<file path="config.mk">
export PLATFORM = sky130hd
export DESIGN_NAME = transition_timestamp_capture
export DESIGN_NICKNAME = d
export VERILOG_FILES = /design/src/hdl/ttc_pkg.sv /design/src/hdl/ttc_front.sv /design/src/hdl/ttc_queue.sv /design/src/hdl/ttc_back.sv /design/src/hdl/transition_timestamp_capture.sv
export SDC_FILE = /design/constraint.sdc
export NUM_CORES = 1
export LEC_CHECK = 0
export BUFFER_PORTS_ARGS = -buffer_cell sky130_fd_sc_hd__buf_2
export CELL_PAD_IN_SITES_DETAIL_PLACEMENT = 1
export CELL_PAD_IN_SITES_GLOBAL_PLACEMENT = 1
export CORE_MARGIN = 2
export CORE_UTILIZATION = 25
export CTS_BUF_LIST = sky130_fd_sc_hd__clkbuf_4 sky130_fd_sc_hd__clkbuf_8
export CTS_CLUSTER_SIZE = 30
export DETAILED_ROUTE_END_ITERATION = 6
export GPL_ROUTABILITY_DRIVEN = 0
export PLACE_DENSITY = 0.52
export SYNTH_ARGS = -nofsm -noshare
export SYNTH_HDL_FRONTEND = slang
export SYNTH_SLANG_ARGS = --single-unit
</file>
<file path="constraint.sdc">
create_clock -name clk -period 10.35 [get_ports clk]
set_input_delay 0.5175 -clock clk [delete_from_list [all_inputs] [get_ports clk]]
set_output_delay 0.5175 -clock clk [all_outputs]
set_load 0.01 [all_outputs]
</file>
<file path="src/hdl/ttc_pkg.sv">
// Shared types and constants for the transition timestamp capture block.
// No dependencies; used by every module in hdl/.
package ttc_pkg;

	localparam int CHANNELS_DEFAULT = 2;
	localparam int QUEUE_DEPTH      = 4;

	localparam logic [15:0] OVERHEAD_RESET = 16'd3;
	localparam logic [15:0] CAPACITY_RESET = 16'd1500;

	// Register index as taken from paddr[2].
	localparam logic REG_OVERHEAD = 1'b0;
	localparam logic REG_CAPACITY = 1'b1;

	localparam logic [31:0] LIMIT_1B = 32'h0000_00ff;
	localparam logic [31:0] LIMIT_2B = 32'h0000_ffff;
	localparam logic [31:0] LIMIT_3B = 32'h00ff_ffff;

	// One record passed from the front to the back: an event or the end marker.
	typedef struct packed {
		logic        is_end;
		logic [7:0]  header;
		logic [31:0] stamp;
		logic [1:0]  tlen;
	} rec_t;

endpackage

</file>
<file path="src/hdl/ttc_front.sv">
// Front part: takes sample items, tracks phase, levels, interval and byte budget,
// and pushes one record per event or end of capture. Depends on ttc_pkg.
module ttc_front #(
	parameter int CHANNELS = ttc_pkg::CHANNELS_DEFAULT
) (
	input  logic              clk,
	input  logic              arst_n,
	input  logic              in_valid,
	output logic              in_ready,
	input  logic [7:0]        levels,
	input  logic              stop_request,
	input  logic [15:0]       overhead_ticks,
	input  logic [15:0]       capacity_bytes,
	input  logic              queue_full,
	output logic              push,
	output ttc_pkg::rec_t     push_rec
);

	typedef enum logic [1:0] {
		PH_BASELINE = 2'd0,
		PH_WAIT     = 2'd1,
		PH_ARMED    = 2'd2,
		PH_ENDED    = 2'd3
	} phase_t;

	localparam logic [7:0] MASK = 8'((1 << CHANNELS) - 1);

	phase_t       phase_q;
	logic [7:0]   known_q;
	logic [31:0]  counter_q;
	logic [15:0]  used_q;

	logic         accept;
	logic [7:0]   lv;
	logic [7:0]   diff;
	logic [2:0]   ch;
	logic         val;
	logic [31:0]  stamp;
	logic [1:0]   tlen;
	logic [17:0]  need;
	logic         budget_full;
	logic         stop_now;
	logic         event_now;

	assign in_ready = !queue_full;
	assign accept   = in_valid && in_ready;
	assign lv       = levels & MASK;
	assign diff     = (lv ^ known_q) & MASK;

	// Lowest-numbered changed channel wins.
	always_comb begin
		ch = 3'd0;
		for (int i = 7; i >= 0; i--) begin
			if (diff[i]) begin
				ch = 3'(i);
			end
		end
	end

	assign val   = lv[ch];
	assign stamp = (phase_q == PH_WAIT) ? 32'd0 : counter_q;

	always_comb begin
		if (stamp > ttc_pkg::LIMIT_3B) begin
			tlen = 2'd3;
		end else if (stamp > ttc_pkg::LIMIT_2B) begin
			tlen = 2'd2;
		end else if (stamp > ttc_pkg::LIMIT_1B) begin
			tlen = 2'd1;
		end else begin
			tlen = 2'd0;
		end
	end

	assign need        = {2'b00, used_q} + {16'd0, tlen} + 18'd2;
	assign budget_full = need >= {2'b00, capacity_bytes};
	assign stop_now    = (phase_q == PH_ARMED) && stop_request;
	assign event_now   = ((phase_q == PH_WAIT) || (phase_q == PH_ARMED)) && (diff != 8'd0);

	always_comb begin
		push_rec.is_end = stop_now || budget_full;
		push_rec.header = {2'b00, tlen, val, ch};
		push_rec.stamp  = stamp;
		push_rec.tlen   = tlen;
		push            = accept && (stop_now || event_now);
	end

	always_ff @(posedge clk or negedge arst_n) begin
		if (!arst_n) begin
			phase_q   <= PH_BASELINE;
			known_q   <= 8'd0;
			counter_q <= 32'd0;
			used_q    <= 16'd0;
		end else if (accept) begin
			case (phase_q)
				PH_BASELINE: begin
					known_q   <= lv;
					counter_q <= counter_q + 32'd1;
					phase_q   <= PH_WAIT;
				end
				PH_WAIT, PH_ARMED: begin
					if (stop_now) begin
						phase_q <= PH_ENDED;
					end else if (event_now) begin
						known_q[ch] <= val;
						counter_q   <= {16'd0, overhead_ticks};
						if (budget_full) begin
							phase_q <= PH_ENDED;
						end else begin
							phase_q <= PH_ARMED;
							used_q  <= need[15:0];
						end
					end else begin
						counter_q <= counter_q + 32'd1;
					end
				end
				default: begin
					phase_q <= PH_ENDED;
				end
			endcase
		end
	end

endmodule

</file>
<file path="src/hdl/ttc_queue.sv">
// Short record queue between the front and the back.
// Depends on ttc_pkg for the record type.
module ttc_queue #(
	parameter int DEPTH = ttc_pkg::QUEUE_DEPTH
) (
	input  logic          clk,
	input  logic          arst_n,
	input  logic          push,
	input  ttc_pkg::rec_t push_rec,
	output logic          full,
	input  logic          pop,
	output logic          head_valid,
	output ttc_pkg::rec_t head_rec
);

	localparam int PW = (DEPTH > 1) ? $clog2(DEPTH) : 1;
	localparam int CW = $clog2(DEPTH + 1);
	localparam logic [PW-1:0] LAST_PTR = PW'(DEPTH - 1);

	ttc_pkg::rec_t     mem_q [DEPTH];
	logic [PW-1:0]     wr_ptr_q;
	logic [PW-1:0]     rd_ptr_q;
	logic [CW-1:0]     count_q;
	logic              do_push;
	logic              do_pop;

	assign full       = count_q == CW'(DEPTH);
	assign head_valid = count_q != '0;
	assign head_rec   = mem_q[rd_ptr_q];
	assign do_push    = push && !full;
	assign do_pop     = pop && head_valid;

	always_ff @(posedge clk) begin
		if (do_push) begin
			mem_q[wr_ptr_q] <= push_rec;
		end
	end

	always_ff @(posedge clk or negedge arst_n) begin
		if (!arst_n) begin
			wr_ptr_q <= '0;
			rd_ptr_q <= '0;
			count_q  <= '0;
		end else begin
			if (do_push) begin
				wr_ptr_q <= (wr_ptr_q == LAST_PTR) ? '0 : wr_ptr_q + PW'(1);
			end
			if (do_pop) begin
				rd_ptr_q <= (rd_ptr_q == LAST_PTR) ? '0 : rd_ptr_q + PW'(1);
			end
			if (do_push && !do_pop) begin
				count_q <= count_q + CW'(1);
			end else if (do_pop && !do_push) begin
				count_q <= count_q - CW'(1);
			end
		end
	end

endmodule

</file>
<file path="src/hdl/ttc_back.sv">
// Back part: walks the head record byte by byte into the output register.
// Depends on ttc_pkg for the record type.
module ttc_back (
	input  logic          clk,
	input  logic          arst_n,
	input  logic          head_valid,
	input  ttc_pkg::rec_t head_rec,
	output logic          pop,
	output logic          out_valid,
	input  logic          out_ready,
	output logic [7:0]    out_byte,
	output logic          last_byte,
	output logic          capture_ended
);

	logic [2:0] idx_q;
	logic       valid_q;
	logic [7:0] byte_q;
	logic       last_q;
	logic       end_q;
	logic       load;
	logic [7:0] sel_byte;
	logic       sel_last;

	assign load = head_valid && (!valid_q || out_ready);

	always_comb begin
		case (idx_q)
			3'd0:    sel_byte = head_rec.is_end ? 8'd0 : head_rec.header;
			3'd1:    sel_byte = head_rec.stamp[7:0];
			3'd2:    sel_byte = head_rec.stamp[15:8];
			3'd3:    sel_byte = head_rec.stamp[23:16];
			3'd4:    sel_byte = head_rec.stamp[31:24];
			default: sel_byte = 8'd0;
		endcase
		sel_last = head_rec.is_end || (idx_q == ({1'b0, head_rec.tlen} + 3'd1));
	end

	assign pop = load && sel_last;

	always_ff @(posedge clk or negedge arst_n) begin
		if (!arst_n) begin
			idx_q   <= 3'd0;
			valid_q <= 1'b0;
		end else if (load) begin
			valid_q <= 1'b1;
			idx_q   <= sel_last ? 3'd0 : idx_q + 3'd1;
		end else if (out_ready) begin
			valid_q <= 1'b0;
		end
	end

	always_ff @(posedge clk) begin
		if (load) begin
			byte_q <= sel_byte;
			last_q <= sel_last;
			end_q  <= head_rec.is_end;
		end
	end

	assign out_valid     = valid_q;
	assign out_byte      = byte_q;
	assign last_byte     = last_q;
	assign capture_ended = end_q;

endmodule

</file>
<file path="src/hdl/transition_timestamp_capture.sv">
// Transition timestamp capture: one sample item per cycle in, record bytes out.
// Throughput: one item per cycle, one output byte per cycle while out_ready is high;
// an event yields 2 to 5 bytes; each record passes the queue, then the output register.
// Input stalls only while the record queue is full, which the serializer drains.
// Reset: asynchronous, restores register defaults, clears phase, interval and budget.
module transition_timestamp_capture #(
	parameter int CHANNELS = ttc_pkg::CHANNELS_DEFAULT,
	parameter int QDEPTH   = ttc_pkg::QUEUE_DEPTH
) (
	input  logic        clk,
	input  logic        arst_n,
	input  logic        psel,
	input  logic        penable,
	input  logic        pwrite,
	input  logic [2:0]  paddr,
	input  logic [31:0] pwdata,
	output logic [31:0] prdata,
	output logic        pready,
	input  logic        in_valid,
	output logic        in_ready,
	input  logic [7:0]  levels,
	input  logic        stop_request,
	output logic        out_valid,
	input  logic        out_ready,
	output logic [7:0]  out_byte,
	output logic        last_byte,
	output logic        capture_ended
);

	logic [15:0]   overhead_q;
	logic [15:0]   capacity_q;
	logic          push;
	ttc_pkg::rec_t push_rec;
	logic          queue_full;
	logic          pop;
	logic          head_valid;
	ttc_pkg::rec_t head_rec;

	assign pready = 1'b1;

	always_ff @(posedge clk or negedge arst_n) begin
		if (!arst_n) begin
			overhead_q <= ttc_pkg::OVERHEAD_RESET;
			capacity_q <= ttc_pkg::CAPACITY_RESET;
		end else if (psel && penable && pwrite) begin
			case (paddr[2])
				ttc_pkg::REG_OVERHEAD: overhead_q <= pwdata[15:0];
				ttc_pkg::REG_CAPACITY: capacity_q <= pwdata[15:0];
				default: ;
			endcase
		end
	end

	always_comb begin
		case (paddr[2])
			ttc_pkg::REG_OVERHEAD: prdata = {16'd0, overhead_q};
			ttc_pkg::REG_CAPACITY: prdata = {16'd0, capacity_q};
			default:               prdata = 32'd0;
		endcase
	end

	ttc_front #(.CHANNELS(CHANNELS)) u_front (
		.clk            (clk),
		.arst_n         (arst_n),
		.in_valid       (in_valid),
		.in_ready       (in_ready),
		.levels         (levels),
		.stop_request   (stop_request),
		.overhead_ticks (overhead_q),
		.capacity_bytes (capacity_q),
		.queue_full     (queue_full),
		.push           (push),
		.push_rec       (push_rec)
	);

	ttc_queue #(.DEPTH(QDEPTH)) u_queue (
		.clk        (clk),
		.arst_n     (arst_n),
		.push       (push),
		.push_rec   (push_rec),
		.full       (queue_full),
		.pop        (pop),
		.head_valid (head_valid),
		.head_rec   (head_rec)
	);

	ttc_back u_back (
		.clk           (clk),
		.arst_n        (arst_n),
		.head_valid    (head_valid),
		.head_rec      (head_rec),
		.pop           (pop),
		.out_valid     (out_valid),
		.out_ready     (out_ready),
		.out_byte      (out_byte),
		.last_byte     (last_byte),
		.capture_ended (capture_ended)
	);

	// The end marker is a single zero byte that closes its record.
	a_end_marker: assert property (@(posedge clk) disable iff (!arst_n)
		out_valid && capture_ended |-> last_byte && (out_byte == 8'd0))
		else $error("end marker malformed");

	// Nothing follows the end marker until reset.
	a_end_is_final: assert property (@(posedge clk) disable iff (!arst_n)
		out_valid && out_ready && capture_ended |=> !out_valid)
		else $error("output after end marker");

endmodule
</file>
==> results.py <==
metrics = {
    "run_status": {
        "status": "finished, final reports clean",
    },
    "floorplanning": {
        "die_width_um": 225,
        "io_pins": 96,
        "dieArea_um2": 50500,
        "core_um2": 47900,
        "row_count": 80,
        "die_h_um": 225,
        "initial_core_util_pct": 25.4,
    },
    "sta": {
        "min_period_ns": 7.32,
        "fin_crit_sh_pct": 70.7,
        "drv_slew": 0,
        "worst_clock_skew_ns": 0.0348,
        "hold_violations": 0,
        "worst_hold_slack_ns": 0.183,
        "maxSlewHeadroom_pct": 27.2,
        "max_clock_freq_mhz": 137,
        "rsz0062_at_grt": "false",
        "worst_pin_slew_ns": 1.09,
        "setup_viol": 0,
        "finalSetupTns_ns": 0,
    },
    "worst_setup_path": {
        "crit_chain": "inv_1 > ha_1 > buf_4 > nor2b_1 > nor4_1 > nand2_1 > a21oi_1 > or2_2 > ha_1 > inv_1 > fa_1 > nand4b_4 > or3b_1 > o221ai_2 > nand4_1 > nor4_1 > xnor2_1 > ha_1 > nand4_1 > nor2_1 > a221oi_1 > nand3_1 > nor2_2 > mux2_2",
        "critical-path-max-stage-delay_ns": 0.76,
        "slowest_stage": "nor2_2",
        "cpMostUsedCell": "ha_1",
        "r2r_slack_ns": 3.03,
        "cp.required_ns": 10.79,
        "arrival_ns": 7.76,
        "cp-start-kind": "register",
        "crit_fanout": 32,
        "worstSetupEndpointType": "register",
        "path_class": "reg2reg",
    },
    "drt": {
        "viasPerCell": 4.55,
        "dr.pass1.iters": 4,
        "totalWireLength_um": 29800,
        "routedWlPerCell_um": 18.3,
        "routed-via-count": 7422,
        "drt-initial-drc-count": 309,
        "drc_errors": 0,
        "ant_nets": 0,
    },
    "synthesis": {
        "synth-edff-count": 158,
        "yosysUniqueCellTypes": 63,
        "yosysSeqAreaShare_pct": 58.6,
        "avgSynthCellArea_um2": 13.4,
        "ys_async_sr_fraction_pct": 37.5,
        "ys_top_cells_by_area": "edfxtp_1 (39%), dfrtp_1 (18%), mux4_2 (6.8%)",
        "synth.largest_area_cell": "edfxtp_1",
        "yosysTopAreaCellShare_pct": 39.0,
        "yosys_warnings": 0,
        "ys.flop_type": "edfxtp_1",
        "synth_cells": 911,
        "ys_seq_elements": 253,
        "syn_area_um2": 12200,
    },
    "global_route": {
        "grt_overflow": 0,
        "grt_pass1_wl_um": 46900,
        "grt_max_degree": 64,
        "grt_pass1_vias": 7929,
        "track_usage_pct": 12.0,
        "antenna_found_initial": 1,
    },
    "clock_tree": {
        "clockBufferDepth": 3,
        "htreeDepth": 2,
        "clk_pin_slew_ns": 0.06,
        "cts_resized": 0,
        "cts_tree": "done",
        "cts_setup_buffers": 0,
        "clk_latency_ns": 0.58,
        "cts_made_buffers": 45,
        "cts_hold_buf": 1,
        "root_buffer": "clkbuf_8",
        "cts_sinks": 253,
    },
    "run": {
        "maxCapViolations": 0,
    },
    "hold_path": {
        "hold_class": "in2reg",
    },
    "finish": {
        "drive_above_1_share_pct": 25.2,
        "fin_nets": 1067,
        "syn_to_final_growth_pct": 14.6,
    },
    "power": {
        "ir_drop_uv": 101,
        "powerDensity_nw_per_um2": 245,
        "leakagePower_nw": 5.34,
    },
    "placement": {
        "portBuffers": 54,
        "place_hpwl_um": 20000,
    },
}
final timing paths:
| path | end | from | depth (start not counted) |
|---|---|---|---|
| setup / recovery | u_front.used_q[0] | u_front.phase_q[1] | 24 |
| hold / removal | capacity_q[11] | pwdata[11] | 2 |
| setup reg to reg | u_front.used_q[0] | u_front.phase_q[1] | 24 |
| hold reg to reg | u_queue.count_q[2] | u_queue.count_q[2] | 1 |
| max in group asynchronous | capacity_q[1] | arst_n | 3 |
| min in group asynchronous | u_front.used_q[6] | arst_n | 2 |
cell families after synthesis:
group / count (synthesis) / share of synthesized area [%]
other: 2 / 0.0617
buffers and inverters: 96 / 3.64
xor gates and xnor gates: 46 / 3.31
DFF: 253 / 58.6
muxes: 101 / 13.0
and+or+nand+nor: 242 / 10.6
adders and majority gates: 39 / 4.13
AOI/OAI and AO/OA: 132 / 6.67
cells in the final DEF (no fill, tap or decap), types with 39 or more instances in the layout:
cell      synthesis  routed
a21oi_1          48      48
buf_2             5      53
clkbuf_8          0      46
dfrtp_1          86      85
edfxtp_1        158     158
inv_1            39      39
mux2_2           53      53
nand2_1          49      49
nor2_1           53      53
worst max-delay path: cells and delay by family, from the launching register on:
family	cells	cell delay [ns]
simple gates	12	3.63
fa+ha+maj	4	1.23
compound gates	3	0.84
buf+inv	3	0.48
flops	1	0.41
mux	1	0.41
xor+xnor	1	0.19
cell type report:
class                   count  area (um2)
inverters                  39         146
multi-input cells         577        4660
diodes                      1        2.50
well taps                 615         769
clock buffers              59         731
repair buffers             61         328
clock inverters            25         174
flip-flops and latches    253        7130
fillers                  5165       34000
registers in the layout (all words and copies together), names as in the netlist, 2 cells and up:
register,count
overhead_q,16
u_front.used_q,16
u_front.counter_q,32
u_queue.wr_ptr_q,2
u_front.phase_q,2
u_back.idx_q,3
capacity_q,16
u_queue.count_q,3
u_queue.rd_ptr_q,2
u_back.out_byte,8
u_front.known_q,2
u_queue.mem_q,148
metrics by stage:
stage                     util [%]  power [W]  setup slack, ns  instances  instance area, um2
after floorplan                  -    0.00216             4.80        926               12200
after global placement        27.2    0.00251             2.92       1544               13000
after detailed placement      27.2    0.00253             2.92       1544               13000
after CTS                     29.1    0.00350             2.91       1629               13900
after global routing          29.1    0.00365             2.48       1629               13900
final                         29.1    0.00342             3.03       1630               13900
Yosys cell counts, types with 5 or more instances:
| cell | number |
|---|---|
| edfxtp_1 | 158 |
| dfrtp_1 | 86 |
| mux2_2 | 53 |
| nor2_1 | 53 |
| nand2_1 | 49 |
| a21oi_1 | 48 |
| inv_1 | 39 |
| ha_1 | 37 |
| mux4_2 | 37 |
| nor2b_1 | 34 |
| nand3_1 | 30 |
| o21ai_0 | 30 |
| clkbuf_1 | 27 |
| xor2_1 | 27 |
| xnor2_1 | 19 |
| buf_4 | 18 |
| and3_1 | 13 |
| nor4_1 | 10 |
| a22oi_1 | 9 |
| dfstp_2 | 9 |
| mux2_4 | 9 |
| nand4_1 | 9 |
| o22ai_1 | 9 |
| and2_1 | 8 |
| a31oi_1 | 7 |
| nor3_1 | 7 |
| nor3b_1 | 6 |
| a32oi_1 | 5 |
| buf_1 | 5 |
| buf_2 | 5 |
where the power goes:
group	switching, W	internal (W)	total, W	leakage [nW]
registers	0.000138	0.00129	0.00143	2.60
clock network	0.000430	0.000514	0.000944	0.480
logic	0.000602	0.000444	0.00105	2.26
layer usage:
| metal | track usage, % | vias up | part of all wire (%) |
|---|---|---|---|
| met5 | 0 | - | 0.044 |
| met4 | 3.16 | 2 | 1.7 |
| met3 | 2.50 | 40 | 3.7 |
| met2 | 19.4 | 119 | 47 |
| met1 | 16.4 | 3763 | 48 |
| li1 | - | 3498 | - |
(Power assumes the default switching activity.)
